--- src/rtl/tcw_pkg.sv ---
// Shared types, constants and helper functions of the text console writer.
// Used by tcw_screen_ram, tcw_ctrl and text_console_writer; depends on nothing.
package tcw_pkg;

  localparam int COLS  = 80;
  localparam int ROWS  = 25;
  localparam int CELLS = COLS * ROWS;

  localparam int COL_W  = 7;
  localparam int ROW_W  = 5;
  localparam int ADDR_W = $clog2(CELLS);
  localparam int CELL_W = 16;
  localparam int RGB_W  = 24;
  localparam int ATTR_W = 8;

  localparam logic [COL_W-1:0]  COL_LIM    = COL_W'(COLS);
  localparam logic [ROW_W-1:0]  LAST_ROW   = ROW_W'(ROWS - 1);
  localparam logic [ADDR_W-1:0] COPY_END   = ADDR_W'(CELLS - COLS);
  localparam logic [ADDR_W-1:0] LAST_CELL  = ADDR_W'(CELLS - 1);
  localparam logic [CELL_W-1:0] RESET_CELL = 16'h0F20;

  localparam logic [7:0] CH_NL    = 8'd10;
  localparam logic [7:0] CH_CR    = 8'd13;
  localparam logic [7:0] CH_SPACE = 8'h20;

  typedef enum logic [1:0] {
    OP_PUT   = 2'd0,
    OP_SET   = 2'd1,
    OP_READ  = 2'd2,
    OP_CLEAR = 2'd3
  } op_t;

  typedef enum logic [1:0] {
    REG_FG        = 2'd0,
    REG_BG        = 2'd1,
    REG_CURSOR_ON = 2'd2,
    REG_NONE      = 2'd3
  } reg_idx_t;

  typedef enum logic [2:0] {
    ST_IDLE,
    ST_PUT,
    ST_READ,
    ST_SCROLL,
    ST_FILL,
    ST_DONE
  } state_t;

  typedef struct packed {
    logic              we;
    logic [ADDR_W-1:0] waddr;
    logic [CELL_W-1:0] wdata;
    logic              re;
    logic [ADDR_W-1:0] raddr;
  } mem_req_t;

  // Indexed by {r[1:0], g[1:0], b[1:0]}.
  localparam logic [3:0] COLOR_MAP [64] = '{
    4'd0,  4'd1,  4'd1,  4'd9,  4'd2,  4'd3,  4'd1,  4'd9,
    4'd2,  4'd2,  4'd3,  4'd9,  4'd10, 4'd10, 4'd10, 4'd11,
    4'd4,  4'd5,  4'd1,  4'd9,  4'd6,  4'd8,  4'd1,  4'd9,
    4'd2,  4'd2,  4'd3,  4'd9,  4'd10, 4'd10, 4'd10, 4'd11,
    4'd4,  4'd4,  4'd5,  4'd9,  4'd6,  4'd4,  4'd5,  4'd9,
    4'd6,  4'd6,  4'd7,  4'd9,  4'd10, 4'd10, 4'd10, 4'd11,
    4'd12, 4'd12, 4'd12, 4'd13, 4'd12, 4'd12, 4'd12, 4'd13,
    4'd12, 4'd12, 4'd12, 4'd13, 4'd14, 4'd14, 4'd14, 4'd15
  };

  function automatic logic [3:0] quantize(input logic [RGB_W-1:0] rgb);
    logic [5:0] idx;
    idx = {rgb[23:22], rgb[15:14], rgb[7:6]};
    return COLOR_MAP[idx];
  endfunction

  // Linear cell index, one bit wider than a store address.
  function automatic logic [ADDR_W:0] cell_addr(input logic [ROW_W-1:0] row,
                                                input logic [COL_W-1:0] col);
    return (ADDR_W+1)'(row) * (ADDR_W+1)'(COLS) + (ADDR_W+1)'(col);
  endfunction

endpackage

--- src/rtl/tcw_ctrl.sv ---
// Sequencer of the console: position registers, store sweeps and the result register.
// Depends on tcw_pkg; drives the request port of tcw_screen_ram.
module tcw_ctrl (
  input  logic                          clk,
  input  logic                          rst,
  input  logic                          in_valid,
  output logic                          in_ready,
  input  logic [1:0]                    opcode,
  input  logic [7:0]                    char_code,
  input  logic [7:0]                    new_col,
  input  logic [7:0]                    new_row,
  output logic                          out_valid,
  input  logic                          out_ready,
  output logic [tcw_pkg::ADDR_W-1:0]    cursor_pos,
  output logic [tcw_pkg::CELL_W-1:0]    cell_value,
  output logic [tcw_pkg::COL_W-1:0]     col_now,
  output logic [tcw_pkg::ROW_W-1:0]     row_now,
  input  logic [tcw_pkg::ATTR_W-1:0]    attr,
  input  logic                          cursor_on,
  output tcw_pkg::mem_req_t             mem_req,
  input  logic [tcw_pkg::CELL_W-1:0]    rd_data
);
  import tcw_pkg::*;

  state_t             state, state_next, fill_next;
  op_t                op, op_q;
  logic [7:0]         ch_q;
  logic [CELL_W-1:0]  cell_q;
  logic [CELL_W-1:0]  fill_val;
  logic [ADDR_W-1:0]  fill_idx;
  logic [ADDR_W-1:0]  copy_addr;
  logic               copy_wr;
  logic [COL_W-1:0]   cur_col;
  logic [ROW_W-1:0]   cur_row;
  logic [ADDR_W-1:0]  cursor_reg;
  logic [ADDR_W-1:0]  cursor_new;

  logic               is_nl, is_cr, wrap, last_row, out_free;
  logic [COL_W-1:0]   col_clamp;
  logic [ROW_W-1:0]   row_clamp;
  logic [ADDR_W:0]    rd_lin, cur_lin;
  logic [ADDR_W-1:0]  cur_lim;

  assign op       = op_t'(opcode);
  assign is_nl    = (char_code == CH_NL);
  assign is_cr    = (char_code == CH_CR);
  assign wrap     = (cur_col >= COL_LIM);
  assign last_row = (cur_row >= LAST_ROW);
  assign out_free = !out_valid || out_ready;

  assign col_clamp = (new_col >= 8'(COLS)) ? COL_W'(COLS - 1) : new_col[COL_W-1:0];
  assign row_clamp = (new_row >= 8'(ROWS)) ? ROW_W'(ROWS - 1) : new_row[ROW_W-1:0];
  assign rd_lin    = cell_addr(row_clamp, col_clamp);
  assign cur_lin   = cell_addr(cur_row, cur_col);
  assign cur_lim   = (cur_lin >= (ADDR_W+1)'(CELLS)) ? LAST_CELL : cur_lin[ADDR_W-1:0];
  assign cursor_new = ((op_q != OP_READ) && cursor_on) ? cur_lim : cursor_reg;

  // Next state.
  always_comb begin
    state_next = state;
    unique case (state)
      ST_IDLE: begin
        if (in_valid) begin
          unique case (op)
            OP_PUT: begin
              priority if (is_nl) begin
                state_next = last_row ? ST_SCROLL : ST_DONE;
              end else if (is_cr) begin
                state_next = ST_DONE;
              end else if (wrap && last_row) begin
                state_next = ST_SCROLL;
              end else begin
                state_next = ST_PUT;
              end
            end
            OP_SET:   state_next = ST_DONE;
            OP_READ:  state_next = ST_READ;
            OP_CLEAR: state_next = ST_FILL;
            default:  state_next = ST_IDLE;
          endcase
        end
      end
      ST_SCROLL: if (fill_idx == COPY_END) state_next = ST_FILL;
      ST_FILL:   if (fill_idx == LAST_CELL) state_next = fill_next;
      ST_PUT:    state_next = ST_DONE;
      ST_READ:   state_next = ST_DONE;
      ST_DONE:   if (out_free) state_next = ST_IDLE;
      default:   state_next = ST_IDLE;
    endcase
  end

  // Handshake and store requests.
  always_comb begin
    in_ready = (state == ST_IDLE);
    mem_req  = '0;
    // The copy write comes in the cycle after its read and can spill into the first fill
    // cycle only in name: the last scroll cycle issues no read, so the two never meet.
    priority if (copy_wr) begin
      mem_req.we    = 1'b1;
      mem_req.waddr = copy_addr;
      mem_req.wdata = rd_data;
    end else if (state == ST_FILL) begin
      mem_req.we    = 1'b1;
      mem_req.waddr = fill_idx;
      mem_req.wdata = fill_val;
    end else if (state == ST_PUT) begin
      mem_req.we    = 1'b1;
      mem_req.waddr = cur_lin[ADDR_W-1:0];
      mem_req.wdata = {attr, ch_q};
    end else begin
      mem_req.we = 1'b0;
    end
    priority if (state == ST_IDLE && in_valid && op == OP_READ) begin
      mem_req.re    = 1'b1;
      mem_req.raddr = rd_lin[ADDR_W-1:0];
    end else if (state == ST_SCROLL && fill_idx < COPY_END) begin
      mem_req.re    = 1'b1;
      mem_req.raddr = fill_idx + ADDR_W'(COLS);
    end else begin
      mem_req.re = 1'b0;
    end
  end

  always_ff @(posedge clk) begin
    if (rst) begin
      state      <= ST_FILL;
      fill_next  <= ST_IDLE;
      fill_idx   <= '0;
      fill_val   <= RESET_CELL;
      cur_col    <= '0;
      cur_row    <= '0;
      cursor_reg <= '0;
      copy_wr    <= 1'b0;
      out_valid  <= 1'b0;
    end else begin
      state     <= state_next;
      copy_wr   <= (state == ST_SCROLL) && (fill_idx < COPY_END);
      copy_addr <= fill_idx;
      if (state == ST_DONE && out_free) begin
        out_valid <= 1'b1;
      end else if (out_valid && out_ready) begin
        out_valid <= 1'b0;
      end
      unique case (state)
        ST_IDLE: begin
          if (in_valid) begin
            op_q     <= op;
            ch_q     <= char_code;
            cell_q   <= '0;
            fill_idx <= '0;
            fill_val <= {attr, CH_SPACE};
            unique case (op)
              OP_PUT: begin
                if (is_nl || (!is_cr && wrap)) begin
                  cur_col   <= '0;
                  fill_next <= is_nl ? ST_DONE : ST_PUT;
                  if (!last_row) begin
                    cur_row <= cur_row + 1'b1;
                  end
                end else if (is_cr) begin
                  cur_col <= '0;
                end
              end
              OP_SET: begin
                cur_col <= col_clamp;
                cur_row <= row_clamp;
              end
              OP_READ: begin
                cur_col <= cur_col;
              end
              OP_CLEAR: begin
                cur_col   <= '0;
                cur_row   <= '0;
                fill_next <= ST_DONE;
              end
              default: begin
                cur_col <= cur_col;
              end
            endcase
          end
        end
        ST_SCROLL: begin
          if (fill_idx != COPY_END) begin
            fill_idx <= fill_idx + 1'b1;
          end
        end
        ST_FILL: begin
          fill_idx <= (fill_idx == LAST_CELL) ? '0 : fill_idx + 1'b1;
        end
        ST_PUT: begin
          cur_col <= cur_col + 1'b1;
        end
        ST_READ: begin
          cell_q <= rd_data;
        end
        ST_DONE: begin
          if (out_free) begin
            cursor_reg <= cursor_new;
            cursor_pos <= cursor_new;
            cell_value <= cell_q;
            col_now    <= cur_col;
            row_now    <= cur_row;
          end
        end
        default: ;
      endcase
    end
  end

`ifndef NO_ASSERTIONS
  a_wr_in_range: assert property (@(posedge clk) disable iff (rst)
    mem_req.we |-> (mem_req.waddr <= LAST_CELL))
    else $error("store write beyond the last cell");

  a_rd_in_range: assert property (@(posedge clk) disable iff (rst)
    mem_req.re |-> (mem_req.raddr <= LAST_CELL))
    else $error("store read beyond the last cell");

  a_pos_bounds: assert property (@(posedge clk) disable iff (rst)
    (cur_row <= LAST_ROW) && (cur_col <= COL_LIM))
    else $error("write position out of bounds");

  a_no_copy_when_idle: assert property (@(posedge clk) disable iff (rst)
    in_ready |-> !copy_wr)
    else $error("scroll copy still pending while taking a word");

  a_fill_ends: assert property (@(posedge clk) disable iff (rst)
    (state == ST_FILL && fill_idx == LAST_CELL) |=> (state != ST_FILL && fill_idx == '0))
    else $error("fill sweep did not end after the last cell");
`endif

endmodule

--- config.mk ---
export PLATFORM = sky130hd
export DESIGN_NAME = tcw_ctrl
export DESIGN_NICKNAME = d
export VERILOG_FILES = /design/src/rtl/tcw_pkg.sv /design/src/rtl/tcw_ctrl.sv
export SDC_FILE = /design/constraint.sdc
export NUM_CORES = 1
export LEC_CHECK = 0
export BUFFER_PORTS_ARGS = -buffer_cell sky130_fd_sc_hd__clkbuf_2
export CELL_PAD_IN_SITES_DETAIL_PLACEMENT = 0
export CELL_PAD_IN_SITES_GLOBAL_PLACEMENT = 1
export CORE_ASPECT_RATIO = 1.4
export CORE_MARGIN = 2
export CORE_UTILIZATION = 30
export CTS_CLUSTER_SIZE = 25
export DETAILED_ROUTE_END_ITERATION = 12
export PLACE_DENSITY_LB_ADDON = 0.25
export SYNTH_ARGS = -nofsm -noshare
export SYNTH_HDL_FRONTEND = slang
export SYNTH_SLANG_ARGS = --single-unit
--- constraint.sdc ---
create_clock -name clk -period 2.7 [get_ports clk]
set_input_delay 0.27 -clock clk [delete_from_list [all_inputs] [get_ports clk]]
set_output_delay 0.27 -clock clk [all_outputs]
set_load 0.02 [all_outputs]
==> results.rst, run 1 <==
.. list-table::
   :header-rows: 1

   * - Metric
     - Value
   * - Outcome
     - finished with violations
   * - Violations in the final reports
     - setup timing
   * - Number of global-route vias before repair
     - 5,757
   * - Dominant cell by count in the synthesized netlist
     - nand2_1
   * - Post-synthesis cell type with the largest combined area
     - edfxtp_1
   * - Capturing point of the worst reg2reg path
     - cursor_pos[5]
   * - Min Clock Period, post-route
     - 3.16 ns
   * - Detailed Routing Iterations Pass 1
     - 4
   * - Final-layout fill cell count
     - 2,144
   * - Synth warnings
     - 0
   * - Unrepaired setup endpoints after global routing
     - yes
   * - GR Overflow Total
     - 0
   * - Crit Path Class
     - input port to output pin
   * - Largest voltage drop on the vdd net
     - 0.000441 V
   * - LEAKAGE
     - 3.58 nW
   * - Via density
     - 4.82
   * - Power consumption
     - 0.00510 W
   * - First-pass GRT wire length
     - 30.3 mm
   * - DRC Markers
     - 0
   * - Main flop type after synthesis
     - edfxtp_1
   * - Worst setup slack after placement
     - -0.531 ns
   * - Capturing element type of the critical path
     - output pin
   * - Transition time at the pin with the least slew margin
     - 0.636 ns
   * - Clock tree from TritonCTS
     - done
   * - Number of placement rows
     - 64
   * - Maximum fanout encountered on the critical timing path
     - 4
   * - Clock Skews
     - 0.0110 ns
   * - FF+latch count, synth
     - 125
   * - Maximum number of buffers from clock root to sink
     - 2
   * - Commonest cells in the synthesized netlist
     - 86 x nand2_1, 76 x edfxtp_1, 55 x o21ai_0
   * - Portion of the clock cycle consumed by the worst path in the final layout
     - 117%
   * - Core outline area
     - 0.0217 sq mm
   * - Pin count of the biggest net entering global routing
     - 55
   * - Total Routing Usage GR
     - 16.9%
   * - Die Span X
     - 129 um
   * - Clock-pin slew on the worst setup and hold paths
     - 0.06 ns
   * - Via count of the routed design
     - 5,565
   * - Sequential fraction of the synthesis area
     - 49.4%
   * - Iteration-0 DRC Markers
     - 265
   * - Data arrival time at the worst-slack endpoint
     - 2.89 ns
   * - Count of pins on the block boundary
     - 136
   * - Worst endpoint required time
     - 2.43 ns
   * - Combined area of all synthesized cells
     - 0.00661 sq mm
   * - Top cells by area, synth
     - edfxtp_1 35%, dfxtp_1 15%, nand2_1 4.9%
   * - Sequential cell area
     - 0.00328 sq mm
   * - Count of endpoints failing hold in the final timing report
     - 0
   * - Clock Sinks
     - 125
   * - Die area
     - 0.0232 sq mm
   * - Height of the die
     - 180 um
   * - Post-synth EDFFs
     - 76
   * - Post-Syn Area per Cell
     - 10.1 sq um
   * - Number of distinct library cells after synthesis
     - 73
   * - CTS Buf Count
     - 17
   * - H-tree levels
     - 4
   * - Placer Congestion
     - 0.804
   * - Growth of design area from synthesis to finish
     - 36.6%
   * - Synth Net Count
     - 739
   * - Number of standard cells after synthesis
     - 656
   * - Max-Slew Margin vs Limit
     - 57.6%
   * - Layout cell share with drive strength beyond 1
     - 36.6%
   * - Crit path from
     - new_row[7]
   * - Clock root buffer
     - clkbuf_16
   * - Post-route worst setup slack
     - -0.457 ns
   * - Setup crit start kind
     - input port
   * - WL/cell
     - 16.5 um
   * - Max-cap violation count
     - 0
   * - Initial antenna violation count
     - 0
   * - Antenna Diode Count
     - 0
   * - Portion of synthesized cell area occupied by the leading cell type
     - 34.6%
   * - End point of the critical path
     - mem_req[10]
   * - Flop2flop setup slack
     - -0.01 ns
   * - Number of input and output port buffers inserted
     - 135
   * - Count of nets left with antenna violations after detail routing
     - 0
   * - DP HPWL
     - 14.4 mm
   * - Sum of routed wire length over all layers
     - 19.0 mm
   * - Post-synth ARST share
     - 0%
   * - Total of endpoints with negative setup slack in the final report
     - 8
   * - Cell count of the worst reg-to-reg path
     - 10
   * - Final-stage net count
     - 927
   * - Type of the tightest min-delay check
     - input port to flop
   * - Starting Density
     - 30.4%
   * - P per Cell Area
     - 565 mW/mm^2
   * - Registers with the most flip-flops
     - cell_q (16), cell_value (16)
   * - Clock latency on the worst-skew pair
     - 0.43 ns
   * - Number of pins exceeding their max-slew limit in the final report
     - 0
   * - Startpoint of the worst-slack reg-to-reg timing path
     - cur_row[1]
   * - FMAX
     - 0.317 GHz
   * - Footprint of the multi-input gates
     - 0.00339 sq mm
## layer usage
layer	share of wire [%]	vias to the layer above	global-route usage, %	wire (um)
met2	51	158	28.9	9720
met1	41	2643	19.4	7810
met4	3.2	0	8.78	617
met5	0	-	0	0
li1	-	2736	-	-
met3	4.7	28	3.72	894
## stage by stage
| stage | hold WS, ns | area [sq um] | utilization [%] | setup TNS, ns | instances |
|---|---|---|---|---|---|
| after CTS | 0.0460 | 8810 | 40.6 | -1.60 | 1148 |
| final | 0.0671 | 9020 | 41.6 | -1.52 | 1154 |
| after global placement | 0.401 | 7930 | 36.5 | -0.540 | 1106 |
| after floorplan | 0.369 | 6680 | - | -0.173 | 656 |
| after global routing | 0.0653 | 9020 | 41.6 | -2.66 | 1154 |
| after detailed placement | 0.405 | 7930 | 36.5 | -0.690 | 1106 |
## final cells by class
cell class	count	area share, %
multi-input cells	477	37.5
inverters	19	0.790
clock inverters	14	2.37
well taps	297	4.12
repair buffers	204	14.1
flip-flops and latches	125	36.3
clock buffers	18	4.76
## critical path: stages
cell	delay (ns)
buf_6	0.09
or3_4	0.40
a21oi_4	0.15
and2_4	0.20
ha_4	0.14
ha_4	0.13
fa_1	0.40
and2_4	0.19
a21o_1	0.16
a21oi_2	0.13
o22a_1	0.20
xor2_2	0.18
o22ai_2	0.09
clkbuf_8	0.17
## kinds of logic (layout without fill, tap and decap cells)
family,after synthesis,in the layout,synth area share (%)
AOI/OAI and AO/OA,167,167,16.2
xor gates and xnor gates,29,29,3.96
adders and majority gates,28,28,5.76
buffers and inverters,54,255,4.32
DFF,125,125,49.4
muxes,5,5,0.777
and+or+nand+nor,248,248,19.6
## what timing repair did
action | in CTS | in global routing
setup buffers | 10 | 9
hold buffers | 0 | 0
endpoints found under the setup margin | 18 | 16
gates resized for setup | 41 | 44
pin swaps | 22 | 31
## power by group
group | internal [W] | switching (W)
logic | 0.000204 | 0.000297
clock network | 0.00164 | 0.000863
registers | 0.00206 | 0.0000437
## worst min path at each step
stage | from | end | slack, ns | depth (start not counted)
4_1_cts | char_code[1] | ch_q[1] | 0.05 | 1
6_report | char_code[1] | ch_q[1] | 0.07 | 1
3_5_place_dp | cell_q[10] | cell_value[10] | 0.40 | 0
3_3_place_gp | cell_q[7] | cell_value[7] | 0.40 | 0
5_1_grt | char_code[1] | ch_q[1] | 0.07 | 1
2_1_floorplan | char_code[0] | ch_q[0] | 0.37 | 0
## layout by cell type (no fill, tap or decap), types with 9 or more instances in the layout
master / count
a21oi_1: 30
a22oi_1: 13
ha_1: 15
nor2_1: 48
nand2b_1: 10
nand3_1: 18
xnor2_1: 10
and2_1: 21
dfxtp_1: 42
ha_4: 9
clkbuf_2: 125
xor2_1: 13
nand2_1: 86
inv_1: 18
buf_4: 67
o21ai_0: 48
clkbuf_16: 17
edfxtp_1: 76
No activity file was read; power rests on OpenSTA's default activity.
==> run 2, diff against run 1 <==
--- a/config.mk
+++ b/config.mk
@@ -5,7 +5,7 @@
 export SDC_FILE = /design/constraint.sdc
 export NUM_CORES = 1
 export LEC_CHECK = 0
-export BUFFER_PORTS_ARGS = -buffer_cell sky130_fd_sc_hd__clkbuf_2
+export BUFFER_PORTS_ARGS = -buffer_cell sky130_fd_sc_hd__buf_4
 export CELL_PAD_IN_SITES_DETAIL_PLACEMENT = 0
 export CELL_PAD_IN_SITES_GLOBAL_PLACEMENT = 1
 export CORE_ASPECT_RATIO = 1.4
==> run 2 against run 1 <==
Compared with the run above: routed wire length up 2.9%; setup slack worse by 0.0076 ns; critical path type unchanged; final cell count up 0.43%; first-iteration DRC count up 25%; clock skew down 0.0016 ns; combinational power up 12%; non-clock buffer count up 5; maximum frequency down 0.24%; the flow still finishes with violations (setup timing); sequential share of layout area down 1.4 points; global-route usage up 0.15 points.
==> results.rst, run 2 (synthesis gave the netlist of run 1 again) <==
.. list-table::
   :header-rows: 1

   * - Metric
     - Value
   * - Starting Density
     - 30.4% (unchanged)
   * - Maximum number of buffers from clock root to sink
     - 2 (unchanged)
   * - Count of endpoints failing hold in the final timing report
     - 0 (unchanged)
   * - Hold Slack
     - 0.0562 ns (-0.0109 ns)
   * - Leading cell types in the layout, fill and taps excluded
     - 198 x buf_4, 84 x nand2_1, 76 x edfxtp_1
   * - LEAKAGE
     - 3.68 nW (+2.7%)
   * - Height of the die
     - 180 um (unchanged)
   * - Count of nets left with antenna violations after detail routing
     - 0 (unchanged)
   * - WL/cell
     - 16.9 um (+2.4%)
   * - Iteration-0 DRC Markers
     - 330 (+25%)
   * - Via density
     - 4.85 (+0.59%)
   * - Leading cell type in the layout, fill and taps excluded
     - buf_4
   * - Antenna Diode Count
     - 0 (unchanged)
   * - Final-stage net count
     - 932 (+0.54%)
   * - Worst hold start
     - char_code[1]
   * - Number of pins exceeding their max-slew limit in the final report
     - 0 (unchanged)
   * - Layout cell share with drive strength beyond 1
     - 38.2% (+1.5 points)
   * - Clock Skews
     - 0.00931 ns (-0.00164 ns)
   * - Pin count of the biggest net entering global routing
     - 55 (unchanged)
   * - Total Routing Usage GR
     - 17.1% (+0.15 points)
   * - Sum of routed wire length over all layers
     - 19.6 mm (+2.9%)
   * - Setup crit start kind
     - input port
   * - Via count of the routed design
     - 5,622 (+1.0%)
   * - Number of global-route vias before repair
     - 5,734 (-0.40%)
   * - Clock latency on the worst-skew pair
     - 0.42 ns (about the same)
   * - Registers with the most flip-flops
     - cell_q (16), cell_value (16)
   * - Clock root buffer
     - clkbuf_16
   * - First-pass GRT wire length
     - 30.7 mm (+1.2%)
   * - Capturing element type of the critical path
     - output pin
   * - Total of endpoints with negative setup slack in the final report
     - 8 (unchanged)
   * - Post-route worst setup slack
     - -0.465 ns (-0.00764 ns)
   * - Portion of the clock cycle consumed by the worst path in the final layout
     - 117% (+0.28 points)
   * - Unrepaired setup endpoints after global routing
     - yes
   * - Capturing point of the worst reg2reg path
     - cursor_pos[5]
   * - FMAX
     - 0.316 GHz (-0.24%)
   * - Number of cells on the worst hold path
     - 1 (unchanged)
   * - Max-cap violation count
     - 0 (unchanged)
   * - Flop2flop setup slack
     - -0.02 ns (about the same)
   * - CTS Buf Count
     - 17 (unchanged)
   * - GR Overflow Total
     - 0 (unchanged)
   * - Cell count of the worst reg-to-reg path
     - 10 (unchanged)
   * - Die Span X
     - 129 um (unchanged)
   * - Crit Path Class
     - input port to output pin
   * - P per Cell Area
     - 519 mW/mm^2 (-8.3%)
   * - Maximum fanout encountered on the critical timing path
     - 4 (unchanged)
   * - DRC Markers
     - 0 (unchanged)
   * - Cell area after placement
     - 0.00823 sq mm (+3.9%)
   * - Largest voltage drop on the vdd net
     - 0.000463 V (+4.9%)
   * - Outcome
     - finished with violations
   * - Worst endpoint required time
     - 2.43 ns (about the same)
   * - Post-route cell area
     - 0.00937 sq mm (+3.8%)
   * - Startpoint of the worst-slack reg-to-reg timing path
     - cur_row[1]
   * - Number of input and output port buffers inserted
     - 135 (unchanged)
   * - Detailed Routing Iterations Pass 1
     - 5 (+1)
   * - Number of placement rows
     - 64 (unchanged)
   * - Growth of design area from synthesis to finish
     - 41.8%
   * - Core outline area
     - 0.0217 sq mm (unchanged)
   * - Clock tree from TritonCTS
     - done
   * - Max-Slew Margin vs Limit
     - 58.4% (+0.87 points)
   * - Die area
     - 0.0232 sq mm (unchanged)
   * - H-tree levels
     - 4 (unchanged)
   * - Hold EP
     - ch_q[1]
   * - Count of hold-fix buffers inserted at cts
     - 0 (unchanged)
   * - Violations in the final reports
     - setup timing
   * - Data arrival time at the worst-slack endpoint
     - 2.89 ns (about the same)
   * - Type of the tightest min-delay check
     - input port to flop
   * - Min Clock Period, post-route
     - 3.16 ns (+0.00764 ns)
   * - Clock Sinks
     - 125 (unchanged)
   * - Initial antenna violation count
     - 0 (unchanged)
   * - Clock-pin slew on the worst setup and hold paths
     - 0.06 ns (about the same)
   * - DP HPWL
     - 14.5 mm (+0.59%)
   * - Transition time at the pin with the least slew margin
     - 0.623 ns (-0.0131 ns)
   * - Placer Congestion
     - 0.812 (+1.0%)
   * - Count of pins on the block boundary
     - 136 (unchanged)
-- run 2: cell types whose count changed in the layout (fill, tap and decap cells not counted), sizes merged --
cell	before	now
buf	77	209
bufinv	5	1
clkbuf	145	18
clkinv	2	6
clkinvlp	4	1
inv	22	25
-- run 2: repair_timing --
item	4_1_cts	5_1_grt
gates resized for setup	51	30
setup buffers	14	17
endpoints found under the setup margin	16	25
hold endpoints to repair	0	0
pin swaps	27	31
cloned	0	0
-- run 2: critical path: stages --
cell	delay (ns)
buf_6	0.09
or3_4	0.40
a21oi_4	0.15
and2_4	0.20
ha_4	0.14
ha_4	0.13
fa_1	0.41
and2_4	0.20
a21o_1	0.17
a21oi_2	0.12
o22a_1	0.20
xor2_2	0.18
o22ai_2	0.10
buf_6	0.15
-- run 2: how the worst max path moves through the flow --
stage               slack, ns       start     endpoint
floorplan               -0.17  new_row[7]  mem_req[10]
global placement        -0.51  new_row[7]  mem_req[10]
detailed placement      -0.56  new_row[7]  mem_req[10]
CTS                     -0.48  new_row[5]  mem_req[10]
global route            -0.58  new_row[5]  mem_req[10]
finish                  -0.46  new_row[5]  mem_req[10]
-- run 2: layout make-up --
| type | count | area, sq um |
|---|---|---|
| fillers | 2119 | 12300 |
| clock inverters | 14 | 135 |
| inverters | 19 | 71.3 |
| flip-flops and latches | 125 | 3270 |
| multi-input cells | 477 | 3460 |
| repair buffers | 209 | 1630 |
| well taps | 297 | 372 |
| clock buffers | 18 | 429 |
-- run 2: where the power goes --
group          switching [W]  internal [W]  leakage (nW)
combinational       0.000303      0.000256          2.29
clock               0.000912       0.00128         0.276
sequential         0.0000435       0.00206          1.11
-- run 2: metrics by stage --
stage	std cells	setup slack [ns]	total power [W]	util [%]	TNS, ns
2_1_floorplan	656	-0.173	0.00242	-	-0.173
3_3_place_gp	1102	-0.506	0.00264	37.9	-0.641
3_5_place_dp	1102	-0.561	0.00265	37.9	-0.783
4_1_cts	1148	-0.478	0.00486	42.0	-1.70
5_1_grt	1159	-0.581	0.00503	43.2	-2.49
6_report	1159	-0.465	0.00486	43.2	-1.49
-- run 2: per-layer routing --
layer / GRT usage [%] / share of wire (%)
met3: 3.10 / 4.4
met1: 19.7 / 40
met2: 30.1 / 51
met4: 7.83 / 4.1
met5: 0 / 0
==> run 3, diff against run 2 <==
--- a/config.mk
+++ b/config.mk
@@ -5,7 +5,7 @@
 export SDC_FILE = /design/constraint.sdc
 export NUM_CORES = 1
 export LEC_CHECK = 0
-export BUFFER_PORTS_ARGS = -buffer_cell sky130_fd_sc_hd__buf_4
+export BUFFER_PORTS_ARGS = -buffer_cell sky130_fd_sc_hd__buf_2
 export CELL_PAD_IN_SITES_DETAIL_PLACEMENT = 0
 export CELL_PAD_IN_SITES_GLOBAL_PLACEMENT = 1
 export CORE_ASPECT_RATIO = 1.4
==> run 3 against run 2 <==
Compared with the run above: the run still ends with setup timing left; highest routed layer unchanged; critical path type unchanged; first-iteration DRC count decreased by 26%; register-to-register slack improved by 0.10 ns; design area decreased by 5.4%; largest cell class unchanged; largest power group unchanged; final cell count decreased by 1.1%; clock skew increased by 0.0025 ns.
==> results.rst, run 3 (synthesis gave the netlist of run 1 again) <==
.. list-table::
   :header-rows: 1

   * - Metric
     - Value
   * - Max-Slew Margin vs Limit
     - 42.1% (-16 points)
   * - Startpoint of the worst-slack reg-to-reg timing path
     - cur_row[2]
   * - WL/cell
     - 16.8 um (-0.60%)
   * - Worst hold start
     - char_code[1]
   * - Number of placement rows
     - 64 (unchanged)
   * - Clock Skews
     - 0.0118 ns (+0.00245 ns)
   * - Growth of design area from synthesis to finish
     - 34.1%
   * - Max-cap violation count
     - 0 (unchanged)
   * - Sequence of cells on the critical path
     - buf_6 > or3_4 > a21oi_4 > and2_4 > ha_4 > ha_4 > fa_1 > and2_4 > a21o_1 > a21oi_1 > o22a_1 > xor2_2 > o22ai_2 > buf_6
   * - Hold EP
     - ch_q[1]
   * - Number of cells on the worst hold path
     - 1 (unchanged)
   * - Post-route worst setup slack
     - -0.461 ns (+0.00398 ns)
   * - Via count of the routed design
     - 5,520 (-1.8%)
   * - Outcome
     - finished with violations
   * - Maximum number of buffers from clock root to sink
     - 2 (unchanged)
   * - FMAX
     - 0.316 GHz (+0.13%)
   * - Maximum fanout encountered on the critical timing path
     - 4 (unchanged)
   * - CTS Buf Count
     - 17 (unchanged)
   * - Detailed Routing Iterations Pass 1
     - 4 (-1)
   * - Registers with the most flip-flops
     - cell_q (16), cell_value (16)
   * - Number of input and output port buffers inserted
     - 135 (unchanged)
   * - Die Span X
     - 129 um (unchanged)
   * - Portion of the clock cycle consumed by the worst path in the final layout
     - 117% (-0.15 points)
   * - Sum of routed wire length over all layers
     - 19.3 mm (-1.7%)
   * - Capturing element type of the critical path
     - output pin
   * - Violations in the final reports
     - setup timing
   * - Antenna Diode Count
     - 0 (unchanged)
   * - Iteration-0 DRC Markers
     - 245 (-26%)
   * - Flop2flop setup slack
     - 0.08 ns (+0.10 ns)
   * - Largest voltage drop on the vdd net
     - 0.000413 V (-11%)
   * - Post-Layout Cell Count
     - 1,146 (-1.1%)
   * - Clock Sinks
     - 125 (unchanged)
   * - Starting Density
     - 30.4% (unchanged)
   * - Leading cell types in the layout, fill and taps excluded
     - 125 x buf_2, 85 x nand2_1, 76 x edfxtp_1
   * - Pin count of the biggest net entering global routing
     - 55 (unchanged)
   * - Clock root buffer
     - clkbuf_16
   * - Core outline area
     - 0.0217 sq mm (unchanged)
   * - Via density
     - 4.82 (-0.70%)
   * - Cell count of the worst reg-to-reg path
     - 10 (unchanged)
   * - LEAKAGE
     - 3.49 nW (-5.0%)
   * - Largest stage delay on the critical path
     - 0.41 ns (about the same)
   * - Top Family by Delay on Critical Path
     - simple AND/OR/NAND/NOR gates
   * - Clock latency on the worst-skew pair
     - 0.41 ns (about the same)
   * - Hold Slack
     - 0.0801 ns (+0.0239 ns)
   * - Crit Path Class
     - input port to output pin
   * - Count of pins on the block boundary
     - 136 (unchanged)
   * - Crit path max-delay cell type
     - or3_4
   * - Placed instance count
     - 1,101 (-0.091%)
   * - P per Cell Area
     - 541 mW/mm^2 (+4.3%)
   * - Setup TNS after final layout
     - -1.29 ns (+0.204 ns)
   * - Capturing point of the worst reg2reg path
     - cursor_pos[1]
   * - GR Overflow Total
     - 0 (unchanged)
   * - DP HPWL
     - 14.5 mm (-0.14%)
   * - Total Routing Usage GR
     - 17.0% (-0.068 points)
   * - Worst endpoint required time
     - 2.43 ns (about the same)
   * - Final-stage net count
     - 919 (-1.4%)
   * - Clock tree from TritonCTS
     - done
   * - Layout cell share with drive strength beyond 1
     - 35.9% (-2.2 points)
   * - Transition time at the pin with the least slew margin
     - 0.868 ns (+0.245 ns)
   * - Post-layout util
     - 40.8% (-2.3 points)
   * - CP bufs+invs
     - 2 (unchanged)
   * - Total of endpoints with negative setup slack in the final report
     - 6 (-2)
   * - DRC Markers
     - 0 (unchanged)
   * - Initial antenna violation count
     - 0 (unchanged)
   * - Count of endpoints failing hold in the final timing report
     - 0 (unchanged)
   * - First-pass GRT wire length
     - 30.8 mm (+0.34%)
   * - Number of pins exceeding their max-slew limit in the final report
     - 0 (unchanged)
   * - Number of global-route vias before repair
     - 5,729 (-0.087%)
   * - WP depth
     - 14 (unchanged)
   * - Data arrival time at the worst-slack endpoint
     - 2.89 ns (about the same)
   * - Die area
     - 0.0232 sq mm (unchanged)
   * - Count of nets left with antenna violations after detail routing
     - 0 (unchanged)
   * - H-tree levels
     - 4 (unchanged)
   * - Min Clock Period, post-route
     - 3.16 ns (-0.00398 ns)
   * - Height of the die
     - 180 um (unchanged)
   * - Placer Congestion
     - 0.778 (-4.2%)
   * - Clock-pin slew on the worst setup and hold paths
     - 0.06 ns (about the same)
   * - Leading cell type in the layout, fill and taps excluded
     - buf_2
   * - Type of the tightest min-delay check
     - input port to flop
   * - Setup crit start kind
     - input port
   * - Unrepaired setup endpoints after global routing
     - yes
-- run 3: cell type report --
| cell class | count | area [sq um] |
|---|---|---|
| sequential | 125 | 3270 |
| clock inverter | 15 | 145 |
| tap | 297 | 372 |
| clock buffer | 17 | 425 |
| fill | 2173 | 12800 |
| timing repair buffer | 196 | 1190 |
| multi-input combinational | 477 | 3380 |
| inverter | 19 | 71.3 |
-- run 3: through the flow --
step                      instance area (sq um)  power (W)  setup slack, ns
after global routing                       8860    0.00498           -0.558
after floorplan                            6680    0.00242           -0.173
after global placement                     7880    0.00260           -0.468
final                                      8860    0.00479           -0.461
after detailed placement                   7880    0.00261           -0.549
after CTS                                  8680    0.00483           -0.455
-- run 3: how the worst max path moves through the flow --
stage	slack (ns)	start	end
after floorplan	-0.17	new_row[7]	mem_req[10]
after global placement	-0.47	new_row[7]	mem_req[10]
after detailed placement	-0.55	new_row[7]	mem_req[10]
after CTS	-0.46	new_row[5]	mem_req[10]
after global routing	-0.56	new_row[5]	mem_req[10]
final	-0.46	new_row[5]	mem_req[10]
-- run 3: layer usage --
| layer | GRT usage, % | wire length [um] |
|---|---|---|
| met1 | 20.0 | 7970 |
| met2 | 30.3 | 10000 |
| met3 | 3.30 | 817 |
| met4 | 5.87 | 440 |
| met5 | 0 | 0 |
-- run 3: where the power goes --
group | switching [W] | leakage, nW | internal, W
sequential | 0.0000437 | 1.11 | 0.00206
combinational | 0.000295 | 2.12 | 0.000194
clock | 0.000976 | 0.272 | 0.00122
-- run 3: repair_timing --
| item | 4_1_cts | 5_1_grt |
|---|---|---|
| gates cloned | 0 | 0 |
| pin swaps | 24 | 20 |
| buffers inserted | 5 | 10 |
| gates resized for setup | 50 | 22 |
| hold buffers | 0 | 0 |
| hold endpoints to repair | 0 | 0 |
| setup endpoints to repair | 14 | 23 |
